===== src/sv/plti_pkg.sv =====
// Package: types and constants for the piecewise linear table lookup.
`timescale 1ns / 1ps
`default_nettype none
package plti_pkg;
  localparam logic FUNC_LOAD  = 1'b0;
  localparam logic FUNC_QUERY = 1'b1;

  localparam logic [1:0] REG_CONST_MODE = 2'd0;
  localparam logic [1:0] REG_COND_COUNT = 2'd1;
  localparam logic [1:0] REG_CAP_COUNT  = 2'd2;

  localparam logic [1:0] REGION_LOW   = 2'd0;
  localparam logic [1:0] REGION_INTERP = 2'd1;
  localparam logic [1:0] REGION_HIGH  = 2'd2;
  localparam logic [1:0] REGION_CONST = 2'd3;

  typedef struct packed {
    logic               func;
    logic               table_select;
    logic [3:0]         entry_index;
    logic signed [31:0] entry_temp;
    logic signed [31:0] entry_value;
    logic signed [31:0] query_temp;
  } request_t;

  typedef struct packed {
    logic signed [31:0] value;
    logic [1:0]         region;
  } result_t;
endpackage
`default_nettype wire


===== src/sv/plti_ram.sv =====
// Generic single-port RAM with registered read.
`timescale 1ns / 1ps
`default_nettype none
module plti_ram #(
  parameter int WIDTH = 32,
  parameter int DEPTH = 32
) (
  input  wire logic                     clk,
  input  wire logic                     we,
  input  wire logic [$clog2(DEPTH)-1:0] addr,
  input  wire logic [WIDTH-1:0]         wdata,
  output logic      [WIDTH-1:0]         rdata
);
  logic [WIDTH-1:0] mem [DEPTH];
  always_ff @(posedge clk) begin
    if (we) mem[addr] <= wdata;
    rdata <= mem[addr];
  end
endmodule
`default_nettype wire


===== src/sv/piecewise_linear_table_interp.sv =====
// Top level: two breakpoint tables with linear interpolation lookup.
`timescale 1ns / 1ps
`default_nettype none
// Usage:
//   Requests enter on req when start is high and busy is low. A load
//   (func 0) writes one breakpoint of the chosen table and returns nothing;
//   busy stays low for it and the next request may follow at once.
//   A query (func 1) raises busy and gives one result on res with done high
//   for exactly one cycle. The receiver cannot hold results off.
//   Configuration is written on cfg_we/cfg_index/cfg_data; the user must do
//   so only while no query is in progress, as the block does not enforce it.
//   A query scans the breakpoints of the chosen table in order through S_SCANA
//   and S_SCANB. Constant mode and a query clamped low end at the first entry;
//   a query clamps high either when the scan reaches the last breakpoint in use
//   or at the last-breakpoint check in S_FETA. An interpolated query goes on
//   through a neighbor fetch (S_FETA, S_FETB, S_FETC), a serial shift-add
//   multiply and a restoring divide, one quotient bit per cycle. The serial
//   multiply and divide make interpolated queries the longest. The next
//   request may be accepted at the edge that ends the done cycle.
//   Reset: a clearing pass in S_CLEAR writes zero to every entry of both
//   tables; busy is high during it. Registers reset to constant mode, counts 1.
module piecewise_linear_table_interp
  import plti_pkg::*;
#(
  parameter int ENTRIES = 16
) (
  input  wire logic     clk,
  input  wire logic     rst,
  input  wire logic     start,
  output logic          busy,
  input  wire request_t req,
  output logic          done,
  output result_t       res,
  input  wire logic     cfg_we,
  input  wire logic [1:0] cfg_index,
  input  wire logic [4:0] cfg_data
);
  localparam int IW = $clog2(ENTRIES);
  localparam int AW = IW + 1;
  localparam int CW = $clog2(ENTRIES + 1);

  localparam logic [3:0] S_CLEAR = 4'd0;
  localparam logic [3:0] S_IDLE  = 4'd1;
  localparam logic [3:0] S_SCANA = 4'd2;
  localparam logic [3:0] S_SCANB = 4'd3;
  localparam logic [3:0] S_FETA  = 4'd4;
  localparam logic [3:0] S_FETB  = 4'd5;
  localparam logic [3:0] S_FETC  = 4'd6;
  localparam logic [3:0] S_MUL   = 4'd7;
  localparam logic [3:0] S_DIV   = 4'd8;
  localparam logic [3:0] S_OUT   = 4'd9;

  logic [3:0] state;
  logic       constant_mode;
  logic [4:0] cond_count, cap_count;

  logic          we;
  logic [AW-1:0] addr;
  logic [31:0]   wt, wv, rt, rv;

  plti_ram #(.WIDTH(32), .DEPTH(2 * ENTRIES)) u_temps (
    .clk(clk), .we(we), .addr(addr), .wdata(wt), .rdata(rt));
  plti_ram #(.WIDTH(32), .DEPTH(2 * ENTRIES)) u_values (
    .clk(clk), .we(we), .addr(addr), .wdata(wv), .rdata(rv));

  logic          tsel;
  logic [IW-1:0] idx;
  logic [CW-1:0] n;
  logic signed [31:0] qt, v1, t2, v2;
  logic [AW-1:0] clr;
  logic [32:0]   mag, dt, span;
  logic          neg;
  logic [63:0]   prod;
  logic [32:0]   mcand;
  logic [5:0]    cnt;
  logic [32:0]   rem;
  logic [63:0]   quo;
  logic [6:0]    dcnt;
  logic [1:0]    region;
  logic signed [31:0] value;

  logic [4:0]    cnt_sel;
  logic [CW-1:0] n_used;
  logic [CW-1:0] last;
  logic [33:0]   trial;

  always_comb begin
    cnt_sel = req.table_select ? cap_count : cond_count;
    if (cnt_sel == 5'd0) n_used = CW'(1);
    else if (32'(cnt_sel) > ENTRIES) n_used = CW'(ENTRIES);
    else n_used = CW'(cnt_sel);
    last  = n - CW'(1);
    trial = {rem, quo[63]} - {1'b0, span};
  end

  always_comb begin
    we   = 1'b0;
    addr = {tsel, idx};
    wt   = '0;
    wv   = '0;
    if (state == S_CLEAR) begin
      we   = 1'b1;
      addr = clr;
    end else if (state == S_IDLE && start && req.func == FUNC_LOAD) begin
      we   = (32'(req.entry_index) < ENTRIES);
      addr = {req.table_select, req.entry_index[IW-1:0]};
      wt   = req.entry_temp;
      wv   = req.entry_value;
    end else if (state == S_IDLE && start) begin
      addr = {req.table_select, IW'(0)};
    end else if (state == S_FETA || state == S_FETB) begin
      addr = {tsel, idx - IW'(1)};
    end else if (state == S_SCANB && $signed(rt) >= qt && idx != '0) begin
      addr = {tsel, last[IW-1:0]};
    end
  end

  assign busy = (state != S_IDLE);

  always_ff @(posedge clk) begin
    if (rst) begin
      state         <= S_CLEAR;
      clr           <= '0;
      constant_mode <= 1'b1;
      cond_count    <= 5'd1;
      cap_count     <= 5'd1;
      done          <= 1'b0;
      mcand         <= '0;
    end else begin
      done <= 1'b0;
      if (cfg_we) begin
        case (cfg_index)
          REG_CONST_MODE: constant_mode <= cfg_data[0];
          REG_COND_COUNT: cond_count    <= cfg_data;
          REG_CAP_COUNT:  cap_count     <= cfg_data;
          default: ;
        endcase
      end
      case (state)
        S_CLEAR: begin
          clr <= clr + AW'(1);
          if (32'(clr) == 2 * ENTRIES - 1) state <= S_IDLE;
        end
        S_IDLE: begin
          if (start && req.func == FUNC_QUERY) begin
            tsel  <= req.table_select;
            idx   <= '0;
            qt    <= req.query_temp;
            n     <= n_used;
            state <= S_SCANB;
          end
        end
        S_SCANA: state <= S_SCANB;
        S_SCANB: begin
          if (constant_mode) begin
            value <= rv; region <= REGION_CONST; state <= S_OUT;
          end else if ($signed(rt) >= qt) begin
            if (idx == '0) begin
              value <= rv; region <= REGION_LOW; state <= S_OUT;
            end else begin
              t2 <= rt; v2 <= rv; state <= S_FETA;
            end
          end else if ({1'b0, idx} == last) begin
            value <= rv; region <= REGION_HIGH; state <= S_OUT;
          end else begin
            idx   <= idx + IW'(1);
            state <= S_SCANA;
          end
        end
        S_FETA: begin
          // last breakpoint in use is on rt/rv here
          if (qt > $signed(rt)) begin
            value <= rv; region <= REGION_HIGH; state <= S_OUT;
          end else begin
            state <= S_FETB;
          end
        end
        S_FETB: state <= S_FETC;
        S_FETC: begin
          v1 <= rv;
          dt   <= 33'({qt[31], qt} - {rt[31], rt});
          span <= 33'({t2[31], t2} - {rt[31], rt});
          if ($signed({v2[31], v2}) < $signed({rv[31], rv})) begin
            neg <= 1'b1; mag <= {rv[31], rv} - {v2[31], v2};
          end else begin
            neg <= 1'b0; mag <= {v2[31], v2} - {rv[31], rv};
          end
          prod  <= '0;
          cnt   <= '0;
          state <= S_MUL;
        end
        S_MUL: begin
          // shift-add, one multiplier bit per cycle, msb first
          prod  <= (prod << 1) + (dt[31 - cnt[4:0]] ? {32'd0, mag[31:0]} : 64'd0);
          cnt   <= cnt + 6'd1;
          if (cnt == 6'd31) begin
            dcnt  <= '0;
            rem   <= '0;
            state <= S_DIV;
          end
        end
        S_DIV: begin
          if (dcnt == 7'd0 && mcand == '0) quo <= prod;
          if (dcnt != 7'd0 || mcand != '0) begin
            if (!trial[33]) begin
              rem <= trial[32:0];
              quo <= {quo[62:0], 1'b1};
            end else begin
              rem <= {rem[31:0], quo[63]};
              quo <= {quo[62:0], 1'b0};
            end
            dcnt <= dcnt + 7'd1;
            if (dcnt == 7'd64) begin
              value <= neg ? v1 - quo[31:0] : v1 + quo[31:0];
              region <= REGION_INTERP;
              state <= S_OUT;
            end
          end
          mcand <= 33'd1;
        end
        S_OUT: begin
          done  <= 1'b1;
          res   <= '{value: value, region: region};
          mcand <= '0;
          state <= S_IDLE;
        end
        default: state <= S_IDLE;
      endcase
    end
  end
endmodule
`default_nettype wire


===== config.mk =====
export PLATFORM = sky130hd
export DESIGN_NAME = piecewise_linear_table_interp
export DESIGN_NICKNAME = d
export VERILOG_FILES = /design/src/sv/plti_pkg.sv /design/src/sv/plti_ram.sv /design/src/sv/piecewise_linear_table_interp.sv
export SDC_FILE = /design/constraint.sdc
export NUM_CORES = 2
export LEC_CHECK = 0
export BUFFER_PORTS_ARGS = -buffer_cell sky130_fd_sc_hd__buf_2
export CAP_MARGIN = 20
export CORE_MARGIN = 3
export CORE_UTILIZATION = 50
export CTS_CLUSTER_DIAMETER = 40
export CTS_CLUSTER_SIZE = 16
export DETAILED_ROUTE_END_ITERATION = 12
export PLACE_DENSITY = 0.66
export SLEW_MARGIN = 25
export SYNTH_ARGS = -nofsm -noshare
export SYNTH_HDL_FRONTEND = slang
export SYNTH_SLANG_ARGS = --single-unit

===== constraint.sdc =====
create_clock -name clk -period 17.71 [get_ports clk]
set_clock_uncertainty 0.05 [all_clocks]
set_input_delay 1.771 -clock clk [delete_from_list [all_inputs] [get_ports clk]]
set_output_delay 1.771 -clock clk [all_outputs]
set_load 0.03 [all_outputs]

==> flow_summary.yaml <==
outcome:
  status: "complete, no violations"
power:
  p_leak_nw: 45.4
  p_per_area_mw_per_mm2: 141
  ir_drop_uv: 131
cts:
  clockRootBuffer: "clkbuf_16"
  cts_max_path_buffers: 4
  clock_latency_ns: 0.98
  clk_pin_slew_ns: 0.05
  cts_setup_buffers: 0
  ctsHoldBuffers: 0
  cts_tree: "yes"
  cts_buffers: 372
  h-tree-depth: 5
  cts_resized: 0
  clock_sink_count: 2612
yosys:
  synth.top_cell.area_share_pct: 68.9
  syn_area_mm2: 0.110
  synth_most_common_cell: "edfxtp_1"
  seq_area_frac_synth_pct: 70.5
  ys_seq_elements: 2612
  synth.avg_cell_area_um2: 15.6
  synth_nets: 7424
  synth_common_cells: "edfxtp_1, mux2i_1, o22ai_1"
  async_flop_share_pct: 0
  ys_warn_count: 0
  synth_edf_count: 2526
  ys.flop_type: "edfxtp_1"
  yosys-top-cells-area: "edfxtp_1, mux2i_1, o22ai_1"
  syn_inst: 7071
  ys_types: 88
  synth_area_leader_cell: "edfxtp_1"
sta:
  rsz0062_at_grt: "no"
  max_slew.worst_pin.slew_ns: 1.13
  fin_crit_sh_pct: 41.6
  finalSetupViolations: 0
  fin_ws_ns: 10.34
  slew_headroom_pct: 24.5
  post-route-min-period_ns: 7.37
  setup_tns_ns: 0
  hold_viol_final: 0
  max_freq_mhz: 136
  finalMaxSlewViolations: 0
critical_path:
  r2r_start: "u_temps.rdata[15]"
  path_depth: 17
  worstPathArrival_ns: 8.11
  slowest_stage: "buf_4"
  end_kind: "flip-flop"
  crit_chain: "inv_1 -> ha_1 -> nand3_1 -> nor4_1 -> and2_1 -> a31oi_1 -> o21ai_1 -> a21oi_2 -> o211a_1 -> or2_4 -> buf_4 -> buf_4 -> buf_12 -> mux2i_1 -> o22ai_1 -> nor4_1 -> nand2_1"
  worstReg2RegEnd: "u_values.rdata[20]"
  path_class: "reg2reg"
  cp_num_buf_inv: 4
  cp.required_ns: 18.45
  crit_fanout: 101
  cp-start-kind: "flip-flop"
  ff2ff_path_depth: 17
  r2r_setup_slack_ns: 10.34
  cp_top_family: "buffers and inverters"
  max_stage_delay_ns: 0.88
floorplan:
  die_w_um: 475
  dieArea_mm2: 0.226
  pin_count: 149
  core-area_mm2: 0.218
  row_count: 171
  die_h_um: 475
  start_util_pct: 50.5
route:
  vias_per_cell: 6.08
  wl_um: 295000
  drt_first_pass_iters: 8
  wl_per_cell_um: 27.9
  ant_nets: 0
  drtIter0Drc: 7421
  drc: 0
  vias: 64300
place:
  dp.final_hpwl_um: 159000
  placed_cell_area_mm2: 0.114
  dp_worst_setup_slack_ns: 9.96
  place_congestion: 0.859
  port_buffers: 148
  placedCellCount: 9894
final_layout:
  fin_nets: 7772
  area_growth_pct: 15.5
  layout.cells.non_filler: 10600
  postLayoutCellArea_mm2: 0.127
  drive_gt1_share_pct: 14.1
global_route:
  grt_remaining_overflow: 0
  track_usage_pct: 25.7
  grt_first_pass_wirelength_um: 424000
  grt_max_degree: 133
  antenna_found_initial: 34
  grt_pass1_vias: 62600
hold_path:
  whs_endpoint: "t2[12]"
  hp-start: "u_temps.rdata[12]"
  hold_path_depth: 0
  hp-class: "reg2reg"
job:
  drv_cap: 0
area by class of cell:
class	instances	area, um2
Multi-Input combinational cell	3937	30600
Clock buffer	405	9550
Tap cell	2854	3570
Sequential cell	2612	77600
Fill cell	16300	90900
Clock inverter	265	3100
Antenna cell	18	45.0
Inverter	214	803
Timing Repair Buffer	282	1850
worst max-delay path by stage:
stage,endpoint,slack [ns],start
after floorplan,dt[0],2.46,rst
after global placement,u_temps.rdata[18],10.08,start
after detailed placement,u_temps.rdata[18],9.96,start
after CTS,u_temps.rdata[18],10.24,u_temps.rdata[15]
after global routing,u_values.rdata[24],9.93,u_temps.rdata[15]
final,u_values.rdata[20],10.34,u_temps.rdata[15]
routing by layer:
metal  routed length (um)  GRT usage, %
met1               121000          35.6
met2               137000          40.5
met3                28300          5.55
met4                 9300          8.54
met5                   65             0
cells by family (layout without fill, tap and decap cells):
family                   after synthesis  in the layout  synth area share [%]
AO/OA/AOI/OAI                       1179           1179                  6.77
XOR/XNOR                             234            234                  1.86
adder cells (fa/ha/maj)              240            240                  2.78
buffers and inverters                522           1166                  2.15
flip-flops                          2612           2612                  70.5
multiplexers                        1156           1156                  10.7
other                                  0             18                     0
AND/OR/NAND/NOR                     1128           1128                  5.27
metrics by stage:
step | hold slack, ns | utilization (%) | power [mW]
after floorplan | 0.350 | - | 9.69
after global placement | 0.351 | 52.4 | 10.5
after detailed placement | 0.355 | 52.4 | 10.6
after CTS | 0.343 | 58.2 | 18.0
after global routing | 0.361 | 58.3 | 18.6
final | 0.346 | 58.3 | 18.0
sequential cells by signal, indices dropped and copies added (netlist names), 33 cells and up:
| signal | flops |
|---|---|
| u_temps.mem | 1024 |
| u_values.mem | 1024 |
| prod | 64 |
| quo | 64 |
| res | 34 |
| rem | 33 |
| span | 33 |
power breakdown:
group / internal, mW / switching, mW
Sequential: 7.15 / 0.214
Combinational: 1.23 / 1.93
Clock: 4.61 / 2.84
Total: 13.0 / 4.98
cell usage in the layout (no fill, tap or decap), types with 20 or more instances in the layout:
master,count
and3_1,25
mux2i_1,1082
or3_1,21
nand2_1,226
nor2b_1,64
clkbuf_16,376
inv_8,20
mux2_2,63
inv_1,214
nand3_1,55
nand2b_1,34
nor2_4,34
clkinv_1,23
buf_4,120
xor2_1,65
o21ai_0,144
xnor2_1,168
dfxtp_1,86
bufinv_16,44
clkbuf_1,26
o21bai_1,22
clkinv_2,39
a31oi_1,29
nor3_1,62
nor4_1,143
inv_6,55
a21o_1,87
edfxtp_1,2526
clkinvlp_4,32
and2_1,68
a21oi_1,193
ha_1,233
clkinv_4,40
nor2_1,275
o21a_1,38
o22ai_1,517
buf_2,148
No activity file was read; power rests on OpenSTA's default activity.
